==> src/rtl/core/gdo_pkg.sv <==
// ----------------------------------------------------------------------------
// gdo_pkg
// Shared types, calendar constants and month-length helpers for the
// Gregorian date offset block.
// ----------------------------------------------------------------------------
`default_nettype none

package gdo_pkg;

  localparam int YEAR_BITS   = 14;
  localparam int MONTH_BITS  = 4;
  localparam int DAY_BITS    = 5;
  localparam int MOD_BITS    = 9;

  localparam int YEAR_CYCLE  = 400;
  localparam int CENTURY     = 100;
  localparam int YEAR_MIN    = 1;
  localparam int YEAR_MAX    = 9999;
  localparam int MONTH_JAN   = 1;
  localparam int MONTH_FEB   = 2;
  localparam int MONTH_DEC   = 12;
  localparam int FEB_LEAP    = 29;

  localparam int OUT_W       = 24;

  typedef enum logic [2:0] {
    ST_IDLE = 3'b001,
    ST_MOD  = 3'b010,
    ST_WALK = 3'b100
  } state_t;

  // leap test on the year taken modulo 400
  function automatic logic is_leap(input logic [MOD_BITS-1:0] ymod);
    logic not_century;
    not_century = (ymod != MOD_BITS'(CENTURY)) && (ymod != MOD_BITS'(2 * CENTURY)) &&
                  (ymod != MOD_BITS'(3 * CENTURY));
    return (ymod[1:0] == 2'b00) && not_century;
  endfunction

  function automatic logic [DAY_BITS-1:0] month_days(input logic [MONTH_BITS-1:0] month,
                                                     input logic leap);
    logic [DAY_BITS-1:0] len;
    unique case (month)
      4'd1, 4'd3, 4'd5, 4'd7, 4'd8, 4'd10, 4'd12: len = DAY_BITS'(31);
      4'd4, 4'd6, 4'd9, 4'd11:                    len = DAY_BITS'(30);
      4'd2:    len = leap ? DAY_BITS'(FEB_LEAP) : DAY_BITS'(28);
      default: len = DAY_BITS'(31);
    endcase
    return len;
  endfunction

endpackage

`default_nettype wire

==> src/rtl/core/gregorian_date_offset.sv <==
// ----------------------------------------------------------------------------
// gregorian_date_offset
// Moves a Gregorian date forward or back by a day count, one month per step
// on a single shared adder.
// ----------------------------------------------------------------------------
// sequence: an accept step, year reduction modulo 400 by repeated subtraction,
//   then the month walk, one month per step, ending once the output is free
// throughput: one item at a time, the next item is taken once the walk ends
// reset: rst synchronous active high clears the sequencer and output valid
// ----------------------------------------------------------------------------
`default_nettype none

module gregorian_date_offset #(
  parameter int COUNT_BITS = 16
) (
  input  wire logic                                   clk,
  input  wire logic                                   rst,
  input  wire logic                                   s_tvalid,
  output logic                                        s_tready,
  // start_year, start_month, start_day, offset_days, zero pad
  input  wire logic [((23 + COUNT_BITS + 7) / 8) * 8 - 1:0] s_tdata,
  // mode
  input  wire logic                                   s_tuser,
  output logic                                        m_tvalid,
  input  wire logic                                   m_tready,
  // result_year, result_month, result_day, zero pad
  output logic [gdo_pkg::OUT_W-1:0]                   m_tdata,
  // out_of_range
  output logic                                        m_tuser
);

  import gdo_pkg::*;

  localparam int TW = (COUNT_BITS + 2 > 15) ? COUNT_BITS + 2 : 15;
  localparam int YW = (COUNT_BITS > 22) ? COUNT_BITS - 6 : 16;

  state_t state;

  logic [YEAR_BITS-1:0]   in_year;
  logic [MONTH_BITS-1:0]  in_month;
  logic [DAY_BITS-1:0]    in_day;
  logic [COUNT_BITS-1:0]  in_count;
  logic [MONTH_BITS-1:0]  in_month_clamp;

  logic signed [YW-1:0]   year;
  logic [YEAR_BITS-1:0]   ymod;
  logic [MONTH_BITS-1:0]  month;
  logic signed [TW-1:0]   t;

  logic signed [TW-1:0]   add_a;
  logic signed [TW-1:0]   add_b;
  logic signed [TW-1:0]   add_sum;

  logic                   t_neg;
  logic                   sum_neg;
  logic                   jan;
  logic                   dec;
  logic [MOD_BITS-1:0]    ymod_lo;
  logic [MOD_BITS-1:0]    ymod_prev;
  logic [MONTH_BITS-1:0]  month_prev;
  logic [DAY_BITS-1:0]    len_cur;
  logic [DAY_BITS-1:0]    len_prev;
  logic                   walk_done;
  logic                   out_free;
  logic                   out_load;
  logic                   oor;

  logic [YEAR_BITS-1:0]   res_year;
  logic [MONTH_BITS-1:0]  res_month;
  logic [DAY_BITS-1:0]    res_day;

  assign in_year  = s_tdata[13:0];
  assign in_month = s_tdata[17:14];
  assign in_day   = s_tdata[22:18];
  assign in_count = s_tdata[23 +: COUNT_BITS];

  always_comb begin
    if (in_month < MONTH_BITS'(MONTH_JAN)) begin
      in_month_clamp = MONTH_BITS'(MONTH_JAN);
    end else if (in_month > MONTH_BITS'(MONTH_DEC)) begin
      in_month_clamp = MONTH_BITS'(MONTH_DEC);
    end else begin
      in_month_clamp = in_month;
    end
  end

  // month neighbors and lengths
  assign ymod_lo    = ymod[MOD_BITS-1:0];
  assign jan        = (month == MONTH_BITS'(MONTH_JAN));
  assign dec        = (month == MONTH_BITS'(MONTH_DEC));
  assign month_prev = jan ? MONTH_BITS'(MONTH_DEC) : month - MONTH_BITS'(1);
  assign ymod_prev  = !jan ? ymod_lo :
                      (ymod_lo == MOD_BITS'(0)) ? MOD_BITS'(YEAR_CYCLE - 1) :
                      ymod_lo - MOD_BITS'(1);
  assign len_cur    = month_days(month, is_leap(ymod_lo));
  assign len_prev   = month_days(month_prev, is_leap(ymod_prev));
  assign t_neg      = t[TW-1];

  // shared adder
  always_comb begin
    add_a = t;
    add_b = '0;
    unique case (state)
      ST_IDLE: begin
        add_a = TW'(in_day);
        if (s_tuser) begin
          add_b = ~TW'(in_count);
        end else if (in_count > COUNT_BITS'(1)) begin
          add_b = TW'(in_count) - TW'(2);
        end else begin
          add_b = '1;
        end
      end
      ST_MOD: begin
        add_a = TW'(ymod);
        add_b = -TW'(YEAR_CYCLE);
      end
      ST_WALK: begin
        add_a = t;
        add_b = t_neg ? TW'(len_prev) : -TW'(len_cur);
      end
      default: begin
        add_a = t;
        add_b = '0;
      end
    endcase
  end

  assign add_sum   = add_a + add_b;
  assign sum_neg   = add_sum[TW-1];
  assign walk_done = (state == ST_WALK) && !t_neg && sum_neg;
  assign out_free  = !m_tvalid || m_tready;
  assign out_load  = walk_done && out_free;
  assign s_tready  = (state == ST_IDLE);

  assign oor       = (year < YW'(YEAR_MIN)) || (year > YW'(YEAR_MAX));
  assign res_year  = oor ? '0 : year[YEAR_BITS-1:0];
  assign res_month = oor ? '0 : month;
  assign res_day   = oor ? '0 : t[DAY_BITS-1:0] + DAY_BITS'(1);

  always_ff @(posedge clk) begin
    if (rst) begin
      state    <= ST_IDLE;
      m_tvalid <= 1'b0;
    end else begin
      unique case (state)
        ST_IDLE: begin
          if (s_tvalid) begin
            state <= ST_MOD;
          end
        end
        ST_MOD: begin
          if (sum_neg) begin
            state <= ST_WALK;
          end
        end
        ST_WALK: begin
          if (out_load) begin
            state <= ST_IDLE;
          end
        end
        default: state <= ST_IDLE;
      endcase
      if (out_load) begin
        m_tvalid <= 1'b1;
      end else if (m_tready) begin
        m_tvalid <= 1'b0;
      end
    end
  end

  // datapath
  always_ff @(posedge clk) begin
    unique case (state)
      ST_IDLE: begin
        if (s_tvalid) begin
          year  <= YW'(in_year);
          ymod  <= in_year;
          month <= in_month_clamp;
          t     <= add_sum;
        end
      end
      ST_MOD: begin
        if (!sum_neg) begin
          ymod <= add_sum[YEAR_BITS-1:0];
        end
      end
      ST_WALK: begin
        if (t_neg) begin
          t     <= add_sum;
          month <= month_prev;
          ymod  <= YEAR_BITS'(ymod_prev);
          if (jan) begin
            year <= year - YW'(1);
          end
        end else if (!sum_neg) begin
          t <= add_sum;
          if (dec) begin
            month <= MONTH_BITS'(MONTH_JAN);
            year  <= year + YW'(1);
            ymod  <= (ymod_lo == MOD_BITS'(YEAR_CYCLE - 1)) ? '0 : ymod + YEAR_BITS'(1);
          end else begin
            month <= month + MONTH_BITS'(1);
          end
        end
      end
      default: begin
        t <= t;
      end
    endcase
    if (out_load) begin
      m_tdata <= {1'b0, res_day, res_month, res_year};
      m_tuser <= oor;
    end
  end

endmodule

`default_nettype wire

==> config.mk <==
export PLATFORM = sky130hd
export DESIGN_NAME = gregorian_date_offset
export DESIGN_NICKNAME = d
export VERILOG_FILES = /design/src/rtl/core/gdo_pkg.sv /design/src/rtl/core/gregorian_date_offset.sv
export SDC_FILE = /design/constraint.sdc
export NUM_CORES = 1
export LEC_CHECK = 0
export BUFFER_PORTS_ARGS = -buffer_cell sky130_fd_sc_hd__buf_2
export CAP_MARGIN = 20
export CORE_ASPECT_RATIO = 0.7
export CORE_MARGIN = 2
export CORE_UTILIZATION = 50
export DETAILED_ROUTE_END_ITERATION = 8
export HOLD_SLACK_MARGIN = 0.06
export PLACE_DENSITY = 0.7
export SYNTH_ARGS = -nofsm -noshare
export SYNTH_HDL_FRONTEND = slang
export SYNTH_SLANG_ARGS = --single-unit
==> constraint.sdc <==
create_clock -name clk -period 8.5 [get_ports clk]
set_clock_uncertainty 0.2 [all_clocks]
set_input_delay 0.85 -clock clk [delete_from_list [all_inputs] [get_ports clk]]
set_output_delay 0.85 -clock clk [all_outputs]
set_load 0.01 [all_outputs]
==> key figures <==
Status
  – Outcome: complete, no violations

Synthesis
  – Synth Area in Simple Gates: 21.9%
  – Synth warn: 0
  – Mapped Cells: 692
  – Mapped cell area: 6180 sq um
  – FF+latch count, synth: 80
  – Number of synthesized flops with an enable pin: 76
  – Synth unique cells: 68
  – Register area share after synthesis: 38.2%
  – Synth Area in Adders: 6.60%
  – Compound-gate portion of the synthesized area: 20.4%
  – Xor and xnor fraction of the mapped netlist area: 9.07%
  – Largest family of logic cells by synthesized area: simple AND/OR/NAND/NOR gates
  – Most used DFF post-synth: edfxtp_1
  – Synthesized Nets: 769
  – Mean Syn Cell Area: 8.94 sq um
  – Post-synth ARST share: 0%
  – Mux share of post-synthesis cell area: 0.648%

Placed design
  – Post-DP HPWL: 13.1 mm
  – Buffers on Ports: 69
  – GPL Wtd Cong: 0.978
  – Pre-CTS WS: 2.32 ns

Route
  – Initial DRC Count: 524
  – 1st-pass router iterations: 5
  – Routed wire length: 17.5 mm
  – Routed length per instance: 19.2 microns
  – Remaining DRCs: 0
  – Via count: 5719
  – Antenna-violating nets left: 0
  – Via density: 6.29

Power and ir drop
  – Max IR drop VDD: 0.129 mV
  – Combinational Power Share: 30.9%
  – Sequential share of power: 39.0%
  – Int Pwr: 967 uW
  – Total net switching power: 485 uW
  – Lkg Pwr: 2.71 nW
  – Design Power: 1.45 mW
  – Clk pwr share: 30.1%
  – P per Cell Area: 207 nW/um^2
  – Sw Share: 33.4%

Clocking
  – Number of CTS-inserted buffers: 9
  – CTS Hold Buffers Added: 0
  – Max H-tree Level: 3
  – Post-CTS setup buffers: 0
  – Clock Tree Buf Depth: 2
  – Post-cts sizing count: 0
  – Clk slew on worst S/H paths: 0.06 ns
  – CTS tree: yes
  – Clk sinks: 80
  – Root Buffer: clkbuf_16
  – Skew-Pair Late Insertion Delay: 0.34 ns

Global route
  – Initial antenna violation count: 0
  – Largest net degree at the start of global routing: 43
  – First-pass GRT wire length: 26.7 mm
  – Gr ovfl total: 0
  – Gr usage total: 25.9%
  – Vias in the first global route: 5105

Setup path
  – Crit Path Max Fanout: 21
  – Worst path slowest cell: and2_1
  – Arrival @ worst endpoint: 5.80 ns
  – CP cell instances: inv_1, ha_1, nor3b_1, buf_4, nand2_1, or4_1, o21ai_0, o311ai_0, o211ai_1, ha_1, a21oi_1, o211ai_1, and4_1, nor2_1, o221ai_4, nand2b_1, and2_1
  – Max stage delay on crit path: 0.82 ns
  – WP data required: 8.26 ns
  – CP Class: flip-flop to flip-flop
  – Crit. End Element: flip-flop
  – CP startpoint kind: flip-flop

Job
  – Max Cap Viol: 0

Floorplanning
  – Die Y: 97.0 microns
  – Initial Util: 52.0%
  – Row count: 33
  – DIE AREA: 13300 sq um
  – Die Span X: 137 microns
  – Core footprint: 11900 sq um
  – IO Pins: 72

Timing
  – Worst-Margin Slew: 1.03 ns
  – Hold Vio Cnt, Final: 0
  – Final setup margin: 2.46 ns
  – Fin. max-slew vios: 0
  – Max Fclk: 165 MHz
  – Final setup viols: 0
  – Fin crit share: 71.1%
  – RSZ-0062 raised after global routing: false
  – Minimum clock period: 6.04 ns
  – Slew HR: 31.3%
  – Setup TNS: 0 ns

Final layout
  – Area Overhead vs Synth: 13.2%
  – Final nets: 825
  – Number of filler cells placed in the layout: 1045
  – ANT cells: 0
  – Share of post-route cells with drive strength above 1: 13.3%

Min path
  – Hold Path Class: flip-flop to flip-flop
-- Yosys cell counts, drive strengths merged, types with 7 or more instances --
library cell / number / area share [%]
and3: 10 / 1.0
a31oi: 10 / 1.0
nand2: 79 / 4.8
nor2: 76 / 4.6
o211ai: 12 / 1.5
nor3: 13 / 1.1
edfxtp: 76 / 37
buf: 8 / 0.55
ha: 31 / 6.3
a22o: 8 / 1.1
or3: 8 / 0.81
xnor2: 31 / 4.4
xor2: 33 / 4.7
o21ai: 49 / 4.0
a21oi: 40 / 3.2
nand3: 21 / 1.7
and2: 22 / 2.2
clkbuf: 26 / 1.6
inv: 16 / 0.97
a221o: 7 / 1.1
-- through the flow --
step | cell area (sq um) | cells | hold WS (ns) | utilization [%]
after floorplan | 6180 | 692 | 0.291 | -
after global placement | 6680 | 894 | 0.265 | 56.1
after detailed placement | 6680 | 894 | 0.284 | 56.1
after CTS | 7000 | 909 | 0.295 | 58.9
after global routing | 7000 | 909 | 0.304 | 58.9
final | 7000 | 909 | 0.298 | 58.9
-- routing by layer --
layer	GRT usage [%]	vias to the layer above	part of all wire [%]
met3	5.82	25	8.2
met5	0	-	0
met2	37.4	270	43
met4	6.66	0	1.6
li1	-	2670	-
met1	38.9	2754	47
-- layout make-up --
type                       count  area (sq um)  area share, %
clock buffer                  11           233           3.32
clock inverter                 4          93.8           1.34
inverter                      17          63.8          0.911
multi-input combinational    561          3630           51.9
sequential                    80          2360           33.7
tap                          157           196           2.81
timing repair buffer          79           420           6.00
-- cell usage in the layout (no fill, tap or decap), types with 5 or more instances in the layout --
cell type / count
nand3_1: 21
and3_1: 10
buf_4: 10
xnor2_1: 31
nand2_1: 79
o211ai_1: 12
a21oi_1: 40
xor2_1: 33
nor2_1: 76
nor3b_1: 6
buf_2: 69
nand2b_1: 5
nor3_1: 13
a22oi_1: 6
ha_1: 31
inv_1: 16
edfxtp_1: 76
a221o_1: 7
o21a_1: 6
or3_1: 8
and2_1: 22
a22o_1: 8
a31oi_1: 10
clkbuf_16: 9
o21ai_0: 49
-- worst paths after layout --
check        startpoint        to  slack, ns  cells past startpoint
max            month[1]      t[8]       2.46                     17
min            m_tvalid  m_tvalid       0.30                      2
max reg2reg    month[1]      t[8]       2.46                     17
min reg2reg    m_tvalid  m_tvalid       0.30                      2
-- power by group through the flow --
stage	clock (mW)	combinational (mW)	sequential (mW)
2_1_floorplan	0	0.343	0.537
3_3_place_gp	0	0.425	0.569
3_5_place_dp	0	0.438	0.571
4_1_cts	0.440	0.440	0.564
5_1_grt	0.451	0.488	0.573
6_report	0.437	0.448	0.567
-- worst max-delay path, delay by kind of cell, from the launching register on --
family | cells | cell delay [ns]
buf+inv | 2 | 0.42
flops | 1 | 0.51
compound gates | 6 | 1.66
fa+ha+maj | 2 | 0.54
simple gates | 7 | 2.33
-- state kept, by name, indices dropped and copies added (netlist names) --
signal    flops
month         4
m_tvalid      1
t            18
ymod         14
m_tdata      23
state         3
m_tuser       1
year         16
-- kinds of logic after synthesis --
logic type,count (synthesis)
buf+inv,51
simple gates,275
other cells,1
xor+xnor,64
fa+ha+maj,32
flops,80
mux,4
compound gates,185
(Power assumes the default switching activity.)
